--- config.mk ---
export PLATFORM = sky130hd
export DESIGN_NAME = scene_change_tracker_flat
export DESIGN_NICKNAME = d
export VERILOG_FILES = /design/src/rtl/core/sct_pkg.sv /design/src/rtl/core/sct_req_if.sv /design/src/rtl/core/sct_rsp_if.sv /design/src/rtl/core/sct_csr.sv /design/src/rtl/core/sct_dp.sv /design/src/rtl/core/sct_ctrl.sv /design/src/rtl/core/scene_change_tracker.sv /design/src/flat_wrapper.sv
export SDC_FILE = /design/constraint.sdc
export NUM_CORES = 1
export LEC_CHECK = 0
export BUFFER_PORTS_ARGS = -buffer_cell sky130_fd_sc_hd__buf_2
export CORE_ASPECT_RATIO = 0.75
export CORE_MARGIN = 1.5
export CORE_UTILIZATION = 35
export CTS_CLUSTER_SIZE = 8
export DETAILED_ROUTE_END_ITERATION = 8
export SKIP_CTS_REPAIR_TIMING = 1
export SYNTH_ARGS = -nofsm -noshare
export SYNTH_HDL_FRONTEND = slang
export SYNTH_SLANG_ARGS = --single-unit
--- constraint.sdc ---
create_clock -name clock -period 17 [get_ports clock]
set_input_delay 3.4 -clock clock [delete_from_list [all_inputs] [get_ports clock]]
set_output_delay 3.4 -clock clock [all_outputs]
set_load 0.01 [all_outputs]
--- src/rtl/core/sct_pkg.sv ---
package sct_pkg;

   localparam int LIST_DEPTH = 8;
   localparam int IDX_W      = (LIST_DEPTH > 1) ? $clog2(LIST_DEPTH) : 1;
   localparam int CNT_W      = $clog2(LIST_DEPTH + 1);

   localparam int TIME_W     = 32;
   localparam int MEAN_W     = 12;
   localparam int SPREAD_W   = 20;
   localparam int TRACK_W    = 4;
   localparam int HOLD_W     = 16;
   localparam int OUTCOME_W  = 3;
   localparam int LIM_W      = (CNT_W > TRACK_W) ? CNT_W : TRACK_W;

   localparam int CSR_IDX_W  = 3;
   localparam int CSR_DATA_W = 32;

   localparam logic [TIME_W-1:0]   MAX_AGE_RESET   = 32'd35000;
   localparam logic [TRACK_W-1:0]  MAX_TRACK_RESET = 4'd5;
   localparam logic [HOLD_W-1:0]   HOLD_RESET      = 16'd333;
   localparam logic [MEAN_W-1:0]   MEAN_THR_RESET  = 12'd80;
   localparam logic [SPREAD_W-1:0] SPREAD_THR_RESET = 20'd48;

   typedef enum logic [CSR_IDX_W-1:0] {
      CSR_MAX_AGE    = 3'd0,
      CSR_MAX_TRACK  = 3'd1,
      CSR_HOLD       = 3'd2,
      CSR_MEAN_THR   = 3'd3,
      CSR_SPREAD_THR = 3'd4
   } csr_index_type;

   typedef enum logic [OUTCOME_W-1:0] {
      OUT_BLANK_CONT  = 3'd0,
      OUT_BLANK_START = 3'd1,
      OUT_HELD        = 3'd2,
      OUT_MATCHED     = 3'd3,
      OUT_NEW         = 3'd4
   } outcome_type;

   typedef enum logic [1:0] {
      OP_HEAD = 2'd0,
      OP_PUSH = 2'd1,
      OP_MOVE = 2'd2
   } op_type;

   typedef enum logic [1:0] {
      ST_IDLE   = 2'd0,
      ST_DECIDE = 2'd1,
      ST_SEARCH = 2'd2,
      ST_WRITE  = 2'd3
   } state_type;

   typedef struct packed {
      logic [TIME_W-1:0]   max_age_ms;
      logic [TRACK_W-1:0]  max_tracked;
      logic [HOLD_W-1:0]   hold_ms;
      logic [MEAN_W-1:0]   mean_threshold;
      logic [SPREAD_W-1:0] spread_threshold;
   } cfg_type;

   typedef struct packed {
      logic   load_item;
      logic   clear_idx;
      logic   step_idx;
      logic   commit;
      op_type op;
      logic   trim;
   } cmd_type;

   typedef struct packed {
      logic item_blank;
      logic head_blank;
      logic held;
      logic search_end;
      logic match;
   } status_type;

endpackage

--- src/rtl/core/sct_req_if.sv ---
interface sct_req_if;
   logic                           valid;
   logic                           ready;
   logic                           is_blank;
   logic [sct_pkg::TIME_W-1:0]     frame_time_ms;
   logic [sct_pkg::MEAN_W-1:0]     bright_mean;
   logic [sct_pkg::SPREAD_W-1:0]   bright_spread;

   modport source (output valid, is_blank, frame_time_ms, bright_mean, bright_spread,
                   input ready);
   modport sink (input valid, is_blank, frame_time_ms, bright_mean, bright_spread,
                 output ready);
endinterface

--- src/rtl/core/sct_rsp_if.sv ---
interface sct_rsp_if;
   logic                            valid;
   logic                            ready;
   logic                            scene_start;
   logic [sct_pkg::OUTCOME_W-1:0]   outcome;

   modport source (output valid, scene_start, outcome, input ready);
   modport sink (input valid, scene_start, outcome, output ready);
endinterface

--- src/rtl/core/sct_csr.sv ---
module sct_csr (
   input  logic                              clock,
   input  logic                              reset,
   input  logic                              csr_write_enable,
   input  logic [sct_pkg::CSR_IDX_W-1:0]     csr_index,
   input  logic [sct_pkg::CSR_DATA_W-1:0]    csr_write_data,
   output sct_pkg::cfg_type                  cfg
);

   sct_pkg::cfg_type cfg_ff;
   sct_pkg::cfg_type cfg_in;

   always_comb begin
      cfg_in = cfg_ff;
      if (csr_write_enable) begin
         case (sct_pkg::csr_index_type'(csr_index))
            sct_pkg::CSR_MAX_AGE: begin
               cfg_in.max_age_ms = csr_write_data[sct_pkg::TIME_W-1:0];
            end
            sct_pkg::CSR_MAX_TRACK: begin
               cfg_in.max_tracked = csr_write_data[sct_pkg::TRACK_W-1:0];
            end
            sct_pkg::CSR_HOLD: begin
               cfg_in.hold_ms = csr_write_data[sct_pkg::HOLD_W-1:0];
            end
            sct_pkg::CSR_MEAN_THR: begin
               cfg_in.mean_threshold = csr_write_data[sct_pkg::MEAN_W-1:0];
            end
            sct_pkg::CSR_SPREAD_THR: begin
               cfg_in.spread_threshold = csr_write_data[sct_pkg::SPREAD_W-1:0];
            end
            default: begin
               cfg_in = cfg_ff;
            end
         endcase
      end
   end

   always_ff @(posedge clock) begin
      if (reset) begin
         cfg_ff.max_age_ms       <= sct_pkg::MAX_AGE_RESET;
         cfg_ff.max_tracked      <= sct_pkg::MAX_TRACK_RESET;
         cfg_ff.hold_ms          <= sct_pkg::HOLD_RESET;
         cfg_ff.mean_threshold   <= sct_pkg::MEAN_THR_RESET;
         cfg_ff.spread_threshold <= sct_pkg::SPREAD_THR_RESET;
      end else begin
         cfg_ff <= cfg_in;
      end
   end

   assign cfg = cfg_ff;

endmodule

--- src/rtl/core/sct_dp.sv ---
module sct_dp (
   input  logic                            clock,
   input  logic                            reset,
   input  sct_pkg::cfg_type                cfg,
   input  logic                            req_is_blank,
   input  logic [sct_pkg::TIME_W-1:0]      req_frame_time_ms,
   input  logic [sct_pkg::MEAN_W-1:0]      req_bright_mean,
   input  logic [sct_pkg::SPREAD_W-1:0]    req_bright_spread,
   input  sct_pkg::cmd_type                cmd,
   output sct_pkg::status_type             status
);

   localparam int D = sct_pkg::LIST_DEPTH;
   localparam int CW = sct_pkg::CNT_W;

   logic                          item_blank_ff;
   logic [sct_pkg::TIME_W-1:0]    item_time_ff;
   logic [sct_pkg::MEAN_W-1:0]    item_mean_ff;
   logic [sct_pkg::SPREAD_W-1:0]  item_spread_ff;

   logic                          blank_ff  [D];
   logic [sct_pkg::TIME_W-1:0]    time_ff   [D];
   logic [sct_pkg::MEAN_W-1:0]    mean_ff   [D];
   logic [sct_pkg::SPREAD_W-1:0]  spread_ff [D];

   logic [CW-1:0] count_ff, count_in;
   logic [CW-1:0] idx_ff, idx_in;

   logic [sct_pkg::IDX_W-1:0]     sel;
   logic [sct_pkg::TIME_W-1:0]    head_gap;
   logic [sct_pkg::TIME_W-1:0]    age;
   logic [sct_pkg::MEAN_W-1:0]    mean_diff;
   logic [sct_pkg::SPREAD_W-1:0]  spread_diff;
   logic [CW-1:0]                 push_cnt;
   logic [CW-1:0]                 pushed;
   logic [CW-1:0]                 boundary;
   logic [sct_pkg::TRACK_W-1:0]   limit_m1;
   logic [sct_pkg::LIM_W-1:0]     limit_ext;

   // Status for the controller: head checks use fixed places, the walk reads one entry.
   always_comb begin
      sel      = idx_ff[sct_pkg::IDX_W-1:0];
      head_gap = time_ff[0] - time_ff[1];
      age      = item_time_ff - time_ff[sel];
      mean_diff = (item_mean_ff >= mean_ff[sel]) ? item_mean_ff - mean_ff[sel]
                                                 : mean_ff[sel] - item_mean_ff;
      spread_diff = (item_spread_ff >= spread_ff[sel]) ? item_spread_ff - spread_ff[sel]
                                                       : spread_ff[sel] - item_spread_ff;

      status.item_blank = item_blank_ff;
      status.head_blank = (count_ff != '0) && blank_ff[0];
      status.held       = (count_ff > CW'(1)) && !blank_ff[0] &&
                          (head_gap < sct_pkg::TIME_W'(cfg.hold_ms));
      status.search_end = (idx_ff == count_ff) || (age > cfg.max_age_ms);
      status.match      = (mean_diff <= cfg.mean_threshold) &&
                          (spread_diff <= cfg.spread_threshold);
   end

   // A push into a full list loses the oldest entry first.
   always_comb begin
      push_cnt  = (count_ff >= CW'(D)) ? CW'(D - 1) : count_ff;
      pushed    = push_cnt + CW'(1);
      limit_m1  = (cfg.max_tracked < sct_pkg::TRACK_W'(2)) ? sct_pkg::TRACK_W'(1)
                                                           : cfg.max_tracked - sct_pkg::TRACK_W'(1);
      limit_ext = sct_pkg::LIM_W'(limit_m1);

      case (cmd.op)
         sct_pkg::OP_HEAD: boundary = '0;
         sct_pkg::OP_PUSH: boundary = push_cnt;
         sct_pkg::OP_MOVE: boundary = idx_ff;
         default:          boundary = '0;
      endcase

      count_in = count_ff;
      if (cmd.commit && (cmd.op == sct_pkg::OP_PUSH)) begin
         count_in = pushed;
         if (cmd.trim && (sct_pkg::LIM_W'(pushed) > limit_ext)) begin
            count_in = CW'(limit_ext);
         end
      end

      idx_in = idx_ff;
      if (cmd.clear_idx) begin
         idx_in = '0;
      end else if (cmd.step_idx) begin
         idx_in = idx_ff + CW'(1);
      end
   end

   always_ff @(posedge clock) begin
      if (reset) begin
         count_ff <= '0;
         idx_ff   <= '0;
      end else begin
         count_ff <= count_in;
         idx_ff   <= idx_in;
      end
   end

   always_ff @(posedge clock) begin
      if (cmd.load_item) begin
         item_blank_ff  <= req_is_blank;
         item_time_ff   <= req_frame_time_ms;
         item_mean_ff   <= req_bright_mean;
         item_spread_ff <= req_bright_spread;
      end
   end

   // Entries from one up to the boundary move one place back; the item lands at the head.
   always_ff @(posedge clock) begin
      if (cmd.commit) begin
         for (int k = 1; k < D; k++) begin
            if (CW'(k) <= boundary) begin
               blank_ff[k]  <= blank_ff[k-1];
               time_ff[k]   <= time_ff[k-1];
               mean_ff[k]   <= mean_ff[k-1];
               spread_ff[k] <= spread_ff[k-1];
            end
         end
         blank_ff[0]  <= item_blank_ff;
         time_ff[0]   <= item_time_ff;
         mean_ff[0]   <= item_mean_ff;
         spread_ff[0] <= item_spread_ff;
      end
   end

endmodule

--- src/rtl/core/sct_ctrl.sv ---
module sct_ctrl (
   input  logic                             clock,
   input  logic                             reset,
   input  logic                             req_valid,
   output logic                             req_ready,
   output logic                             rsp_valid,
   input  logic                             rsp_ready,
   output logic                             rsp_scene_start,
   output logic [sct_pkg::OUTCOME_W-1:0]    rsp_outcome,
   input  sct_pkg::status_type              status,
   output sct_pkg::cmd_type                 cmd
);

   sct_pkg::state_type   state_ff, state_in;
   sct_pkg::op_type      op_ff, op_in;
   logic                 trim_ff, trim_in;
   sct_pkg::outcome_type result_ff, result_in;
   logic                 rsp_valid_ff, rsp_valid_in;
   sct_pkg::outcome_type outcome_ff, outcome_in;

   always_comb begin
      state_in     = state_ff;
      op_in        = op_ff;
      trim_in      = trim_ff;
      result_in    = result_ff;
      outcome_in   = outcome_ff;
      rsp_valid_in = rsp_valid_ff && !rsp_ready;
      req_ready    = 1'b0;
      cmd.load_item = 1'b0;
      cmd.clear_idx = 1'b0;
      cmd.step_idx  = 1'b0;
      cmd.commit    = 1'b0;
      cmd.op        = op_ff;
      cmd.trim      = trim_ff;

      case (state_ff)
         sct_pkg::ST_IDLE: begin
            req_ready = 1'b1;
            if (req_valid) begin
               cmd.load_item = 1'b1;
               cmd.clear_idx = 1'b1;
               state_in      = sct_pkg::ST_DECIDE;
            end
         end
         sct_pkg::ST_DECIDE: begin
            trim_in = 1'b0;
            if (status.item_blank) begin
               state_in = sct_pkg::ST_WRITE;
               if (status.head_blank) begin
                  op_in     = sct_pkg::OP_HEAD;
                  result_in = sct_pkg::OUT_BLANK_CONT;
               end else begin
                  op_in     = sct_pkg::OP_PUSH;
                  result_in = sct_pkg::OUT_BLANK_START;
               end
            end else if (status.held) begin
               op_in     = sct_pkg::OP_HEAD;
               result_in = sct_pkg::OUT_HELD;
               state_in  = sct_pkg::ST_WRITE;
            end else begin
               state_in = sct_pkg::ST_SEARCH;
            end
         end
         sct_pkg::ST_SEARCH: begin
            // End of list or an entry past the age limit ends the walk unmatched.
            if (status.search_end) begin
               op_in     = sct_pkg::OP_PUSH;
               trim_in   = 1'b1;
               result_in = sct_pkg::OUT_NEW;
               state_in  = sct_pkg::ST_WRITE;
            end else if (status.match) begin
               op_in     = sct_pkg::OP_MOVE;
               result_in = sct_pkg::OUT_MATCHED;
               state_in  = sct_pkg::ST_WRITE;
            end else begin
               cmd.step_idx = 1'b1;
            end
         end
         sct_pkg::ST_WRITE: begin
            if (!rsp_valid_ff || rsp_ready) begin
               cmd.commit   = 1'b1;
               rsp_valid_in = 1'b1;
               outcome_in   = result_ff;
               state_in     = sct_pkg::ST_IDLE;
            end
         end
         default: begin
            state_in = sct_pkg::ST_IDLE;
         end
      endcase
   end

   always_ff @(posedge clock) begin
      if (reset) begin
         state_ff     <= sct_pkg::ST_IDLE;
         rsp_valid_ff <= 1'b0;
      end else begin
         state_ff     <= state_in;
         rsp_valid_ff <= rsp_valid_in;
      end
   end

   always_ff @(posedge clock) begin
      op_ff      <= op_in;
      trim_ff    <= trim_in;
      result_ff  <= result_in;
      outcome_ff <= outcome_in;
   end

   assign rsp_valid       = rsp_valid_ff;
   assign rsp_outcome     = outcome_ff;
   assign rsp_scene_start = (outcome_ff == sct_pkg::OUT_BLANK_START) ||
                            (outcome_ff == sct_pkg::OUT_NEW);

endmodule

--- src/rtl/core/scene_change_tracker.sv ---
// Scene change tracker: every frame transfer on req_ch (blank flag, timestamp in ms, brightness
// mean and variance with 4 fraction bits) yields exactly one transfer on rsp_ch carrying the
// outcome and a scene start flag, in order. The block keeps up to eight recent scenes newest
// first in registers and walks them with a single comparator, one entry per cycle. Blank or
// held items go from decide to write, others search in between; the write waits while the
// last result is not taken. One item is in work at a time; the finished result sits in an
// output register, so the next frame is taken while it waits. Registers on the csr_ port must
// be written by the user only while no frame is in work; the block itself does not enforce it.
module scene_change_tracker (
   input  logic                             clock,
   input  logic                             reset,
   sct_req_if.sink                          req_ch,
   sct_rsp_if.source                        rsp_ch,
   input  logic                             csr_write_enable,
   input  logic [sct_pkg::CSR_IDX_W-1:0]    csr_index,
   input  logic [sct_pkg::CSR_DATA_W-1:0]   csr_write_data
);

   sct_pkg::cfg_type    cfg;
   sct_pkg::cmd_type    cmd;
   sct_pkg::status_type status;

   logic                            req_ready;
   logic                            rsp_valid;
   logic                            rsp_scene_start;
   logic [sct_pkg::OUTCOME_W-1:0]   rsp_outcome;

   sct_csr u_csr (
      .clock            (clock),
      .reset            (reset),
      .csr_write_enable (csr_write_enable),
      .csr_index        (csr_index),
      .csr_write_data   (csr_write_data),
      .cfg              (cfg)
   );

   sct_dp u_dp (
      .clock             (clock),
      .reset             (reset),
      .cfg               (cfg),
      .req_is_blank      (req_ch.is_blank),
      .req_frame_time_ms (req_ch.frame_time_ms),
      .req_bright_mean   (req_ch.bright_mean),
      .req_bright_spread (req_ch.bright_spread),
      .cmd               (cmd),
      .status            (status)
   );

   sct_ctrl u_ctrl (
      .clock           (clock),
      .reset           (reset),
      .req_valid       (req_ch.valid),
      .req_ready       (req_ready),
      .rsp_valid       (rsp_valid),
      .rsp_ready       (rsp_ch.ready),
      .rsp_scene_start (rsp_scene_start),
      .rsp_outcome     (rsp_outcome),
      .status          (status),
      .cmd             (cmd)
   );

   assign req_ch.ready       = req_ready;
   assign rsp_ch.valid       = rsp_valid;
   assign rsp_ch.scene_start = rsp_scene_start;
   assign rsp_ch.outcome     = rsp_outcome;

endmodule

--- src/flat_wrapper.sv ---
// flat-port wrapper written by rule: the top's interface ports become plain ports
module scene_change_tracker_flat 
  (clock, reset, csr_write_enable, csr_index, csr_write_data, req_ch_valid, req_ch_is_blank, req_ch_frame_time_ms, req_ch_bright_mean, req_ch_bright_spread, req_ch_ready, rsp_ch_valid, rsp_ch_scene_start, rsp_ch_outcome, rsp_ch_ready);
  sct_req_if req_ch_i ();
  sct_rsp_if rsp_ch_i ();
  input  logic clock;
  input  logic reset;
  input  logic csr_write_enable;
  input  logic [sct_pkg::CSR_IDX_W-1:0] csr_index;
  input  logic [sct_pkg::CSR_DATA_W-1:0] csr_write_data;
  input wire logic [$bits(req_ch_i.valid)-1:0] req_ch_valid;
  input wire logic [$bits(req_ch_i.is_blank)-1:0] req_ch_is_blank;
  input wire logic [$bits(req_ch_i.frame_time_ms)-1:0] req_ch_frame_time_ms;
  input wire logic [$bits(req_ch_i.bright_mean)-1:0] req_ch_bright_mean;
  input wire logic [$bits(req_ch_i.bright_spread)-1:0] req_ch_bright_spread;
  output wire logic [$bits(req_ch_i.ready)-1:0] req_ch_ready;
  output wire logic [$bits(rsp_ch_i.valid)-1:0] rsp_ch_valid;
  output wire logic [$bits(rsp_ch_i.scene_start)-1:0] rsp_ch_scene_start;
  output wire logic [$bits(rsp_ch_i.outcome)-1:0] rsp_ch_outcome;
  input wire logic [$bits(rsp_ch_i.ready)-1:0] rsp_ch_ready;
  assign req_ch_i.valid = req_ch_valid;
  assign req_ch_i.is_blank = req_ch_is_blank;
  assign req_ch_i.frame_time_ms = req_ch_frame_time_ms;
  assign req_ch_i.bright_mean = req_ch_bright_mean;
  assign req_ch_i.bright_spread = req_ch_bright_spread;
  assign req_ch_ready = req_ch_i.ready;
  assign rsp_ch_valid = rsp_ch_i.valid;
  assign rsp_ch_scene_start = rsp_ch_i.scene_start;
  assign rsp_ch_outcome = rsp_ch_i.outcome;
  assign rsp_ch_i.ready = rsp_ch_ready;
  scene_change_tracker u_core (.clock(clock), .reset(reset), .req_ch(req_ch_i), .rsp_ch(rsp_ch_i), .csr_write_enable(csr_write_enable), .csr_index(csr_index), .csr_write_data(csr_write_data));
endmodule
==> impl_results.md <==
* Result of the run: complete, no violations
* CTS tree: done
* Core outline area at 0.0950 mm²
* First-pass GRT wire length at about 140,000 µm
* Vias in the first global route at ~22k
* Clock edge transition at the registers on the reported setup and hold paths at around 0.06 ns
* Worst setup EP type: register
* Placed instance area at between 0.03 and 0.04 mm²
* Number of endpoints with negative hold slack in the final report at 0
* Number of placement rows at slightly below 100
* Total iterations of the first detailed-routing run at 6
* Async set-or-reset flop fraction in the synthesized netlist at 0
* Final setup violation count at 0
* P_leak at 0.0137 µW
* Worst Path Max Fanout at 53
* Worst slew margin at 0.221
* DIE AREA at about 0.098 mm²
* Fraction of synthesized cell area in xor and xnor cells at 0.0228
* Summed area of non-filler cells in the final layout at 0.0383 mm²
* Largest net degree at the start of global routing at 87
* CTS Sinks at around 690
* Synthesized instance count at 2,474
* Initial Utilization at 0.352
* Clock tree buffer depth at 3
* Portion of the clock cycle consumed by the worst path in the final layout at 0.580
* Number of fillers in the final layout at 8,766
* Class of the tightest hold or removal check: register to register
* Complex-gate fraction of the synthesized area at 0.0975
* Max VDD drop at around 0.00007 V
* H-tree depth at 3
* Register area share after synthesis at 0.585
* Worst setup path class: register to register
* Global-route usage over all layers at 0.191
* Layout net count at ~2.9k
* N_diodes at 0
* Total number of vias at between 20k and 25k
* Synthesized area per cell at around 14 µm²
* Fraction of final layout cells sized beyond drive strength 1 at 0.148
* Data required, critical path at ~17 ns
* Total I/O pin count at ~110
* Clock latency reported for the late side of the worst-skew pair at between 0.6 and 0.7 ns
* Vias per std cell at between 5 and 6
* Non-filler cells in the finished layout at roughly 4k
* Port buffer count at 110
* P per Cell Area at approximately 130 mW/mm²
* Synth Area in Adders at 0.0843
* Sequential fraction of design power at 0.403
* Critical path startpoint category: register
* Critical Path AT at 10.34 ns
* Post-route DRC at 0
* Final number of max-transition violations at 0
* Flops & latches, synth at a little under 700
* Netlist Area Pre-Place at between 0.03 and 0.04 mm²
* Start point of the worst min-delay path: u_core.u_dp.mean_ff[2][7]
* Count of flip-flops with a built-in enable after synthesis at 587
* Part of the power in the clock network at 0.369
* Final Critical Period at roughly 9.9 ns
* Post-synth cell types at 77
* Instance count after placement with tap cells included at between 3k and 4k
* Synthesis-to-finish area growth at 14.5%
* CTS Root Buffer Type: sky130_fd_sc_hd__clkbuf_16
* Combinational cell fraction of total power at 0.228
* Share of cell area taken by muxes after synthesis at 0.112
* Height of the chip at about 270 µm
* First DRT Iteration DRCs at 2,231
* Total negative setup slack at 0 ns
* Count of max-cap constraint violations at 0
* RSZ-0062 raised after global routing: no
* Peak Freq at 101 MHz
* Initial antenna violation count at 4
* Average wire length per cell after detail routing at 23.8 µm
* Number of antenna-violating nets in the routed design at 0
* Tightest hold margin at around 0.43 ns
* Number of nets in the synthesized netlist at 2,801
* Internal power contribution at about 3500 µW
* Number of clock buffers inserted by TritonCTS at 96
* Total gr overflow at 0
* Switching power summed over all nets at ~1500 µW
* Yosys warning total at 0
* Post-detail-place hpwl at around 63,000 µm
* Switching fraction of total power at 0.302
* Combinational family with the most area after synthesis: multiplexers
* Total wirelength of the detailed-routed design at approximately 94,000 µm
* Worst-case clock skew at 0.0333 ns
* Most used flip-flop cell after synthesis: sky130_fd_sc_hd__edfxtp_1
* Simple-gate share of the synthesized area at 0.0634
* Placer congestion estimate at a little over 0.9
* Die span in x at about 360 µm
* Fin util at 0.404
* Slew of the pin with the lowest slew margin at between 1 and 1.5 ns
## cells in the final DEF, fill, tap and decap left out, types with 18 or more instances in the layout
| cell type | n |
|---|---|
| sky130_fd_sc_hd__a21oi_1 | 179 |
| sky130_fd_sc_hd__buf_2 | 111 |
| sky130_fd_sc_hd__nor3_1 | 18 |
| sky130_fd_sc_hd__mux4_2 | 128 |
| sky130_fd_sc_hd__o21ai_0 | 55 |
| sky130_fd_sc_hd__a21o_1 | 90 |
| sky130_fd_sc_hd__nand2_1 | 211 |
| sky130_fd_sc_hd__o211ai_1 | 23 |
| sky130_fd_sc_hd__ha_1 | 216 |
| sky130_fd_sc_hd__buf_4 | 20 |
| sky130_fd_sc_hd__clkbuf_16 | 97 |
| sky130_fd_sc_hd__dfxtp_1 | 95 |
| sky130_fd_sc_hd__edfxtp_1 | 587 |
| sky130_fd_sc_hd__mux2i_1 | 86 |
| sky130_fd_sc_hd__nand4_1 | 27 |
| sky130_fd_sc_hd__o21a_1 | 21 |
| sky130_fd_sc_hd__nand3_1 | 35 |
| sky130_fd_sc_hd__xor2_1 | 31 |
| sky130_fd_sc_hd__xnor2_1 | 56 |
| sky130_fd_sc_hd__inv_1 | 213 |
| sky130_fd_sc_hd__clkbuf_1 | 72 |
| sky130_fd_sc_hd__nand2b_1 | 19 |
| sky130_fd_sc_hd__nor2_1 | 82 |
## area by class of cell
cell class / count / area [µm²] / share of cell area
clock buffer: 171 / 2730 / 0.0711
clock inverter: 8 / 144 / 0.00375
inverter: 215 / 808 / 0.0211
multi-input combinational: 1484 / 12800 / 0.334
sequential: 685 / 19600 / 0.511
tap: 1250 / 1560 / 0.0408
timing repair buffer: 131 / 706 / 0.0184
## synthesized netlist by cell type (all sizes together) (11+ instances only)
library cell / n / area share
clkbuf: 66 / 0.0074
edfxtp: 587 / 0.53
o21ai: 61 / 0.0092
nor3: 19 / 0.0028
mux2i: 86 / 0.026
nand4: 27 / 0.0050
o21a: 22 / 0.0049
buf: 24 / 0.0031
ha: 216 / 0.081
nand2: 211 / 0.024
a31oi: 15 / 0.0030
xor2: 31 / 0.0081
nand3: 35 / 0.0052
a21o: 92 / 0.021
a21oi: 179 / 0.027
nor2b: 13 / 0.0024
o21bai: 16 / 0.0036
inv: 214 / 0.024
a211oi: 17 / 0.0040
and2: 11 / 0.0021
nor2: 82 / 0.0092
dfxtp: 98 / 0.059
nand2b: 19 / 0.0035
mux4: 128 / 0.086
xnor2: 56 / 0.015
o211ai: 24 / 0.0055
## registers in the layout, indices dropped and copies added, names as in the netlist, 12 cells and up, named ones only
signal                      cells
u_core.u_csr.cfg               84
u_core.u_dp.item_mean_ff       12
u_core.u_dp.item_spread_ff     20
u_core.u_dp.item_time_ff       32
u_core.u_dp.mean_ff            96
u_core.u_dp.spread_ff         160
u_core.u_dp.time_ff           256
## cells by family (layout without fill, tap and decap cells)
family | count (synthesis) | after routing
compound gates | 500 | 500
xor+xnor | 87 | 87
mux | 216 | 216
fa+ha+maj | 222 | 222
simple gates | 459 | 459
buf+inv | 305 | 525
flops | 685 | 685
## power by group through the flow
stage | Combinational, µW | Sequential, µW | Clock, µW
2_1_floorplan | 789 | 1980 | 0
3_3_place_gp | 1080 | 2020 | 0
3_5_place_dp | 1110 | 2020 | 0
4_1_cts | 1110 | 1990 | 1870
5_1_grt | 1250 | 2000 | 1940
6_report | 1130 | 1990 | 1830
## final timing paths
path,to,slack (ns),cells after the start
worst max-delay path,u_core.u_ctrl.state_ff[1],7.14,27
worst min register to register,u_core.u_dp.mean_ff[3][7],0.43,0
worst max register to register,u_core.u_ctrl.state_ff[1],7.14,27
worst min-delay path,u_core.u_dp.mean_ff[3][7],0.43,0
## metrics by stage
step / total power [µW] / worst slack (ns)
after floorplan: 2770 / 3.32
after global placement: 3100 / 6.96
after detailed placement: 3130 / 7.24
after CTS: 4980 / 7.17
after global routing: 5180 / 6.59
final: 4950 / 7.14
## worst max-delay path, cell delays in order, from the launching register on
cell and delay (ns):
sky130_fd_sc_hd__dfxtp_4 0.84, sky130_fd_sc_hd__buf_4 0.73, sky130_fd_sc_hd__buf_4 0.92, sky130_fd_sc_hd__mux4_2 0.60, sky130_fd_sc_hd__mux2i_1 0.29, sky130_fd_sc_hd__inv_1 0.09, sky130_fd_sc_hd__ha_1 0.45, sky130_fd_sc_hd__and2_1 0.25
sky130_fd_sc_hd__nand3_1 0.18, sky130_fd_sc_hd__a2111oi_0 0.54, sky130_fd_sc_hd__a211oi_2 0.15, sky130_fd_sc_hd__o21ai_2 0.39, sky130_fd_sc_hd__a311oi_1 0.13, sky130_fd_sc_hd__a311oi_1 0.29, sky130_fd_sc_hd__a211oi_1 0.09, sky130_fd_sc_hd__o21ai_1 0.31
sky130_fd_sc_hd__a41oi_1 0.20, sky130_fd_sc_hd__xnor2_1 0.17, sky130_fd_sc_hd__ha_1 0.31, sky130_fd_sc_hd__nand4_1 0.12, sky130_fd_sc_hd__nor4_1 0.38, sky130_fd_sc_hd__nand2_1 0.13, sky130_fd_sc_hd__a2bb2o_1 0.30, sky130_fd_sc_hd__a31oi_1 0.75
sky130_fd_sc_hd__a21oi_1 0.31, sky130_fd_sc_hd__a221o_1 0.39, sky130_fd_sc_hd__mux2i_1 0.18, sky130_fd_sc_hd__nor2_1 0.07
## per-layer routing
| metal | global-route usage | vias to the layer above | wire length (µm) | part of all wire |
|---|---|---|---|---|
| met5 | 0 | - | 30 | 0.00032 |
| met4 | 0.0449 | 4 | 1760 | 0.019 |
| met3 | 0.0375 | 138 | 7020 | 0.075 |
| met2 | 0.268 | 944 | 38500 | 0.41 |
| met1 | 0.301 | 11100 | 46500 | 0.50 |
| li1 | - | 9611 | - | - |
Note: power is estimated with default switching activity, not from simulation.
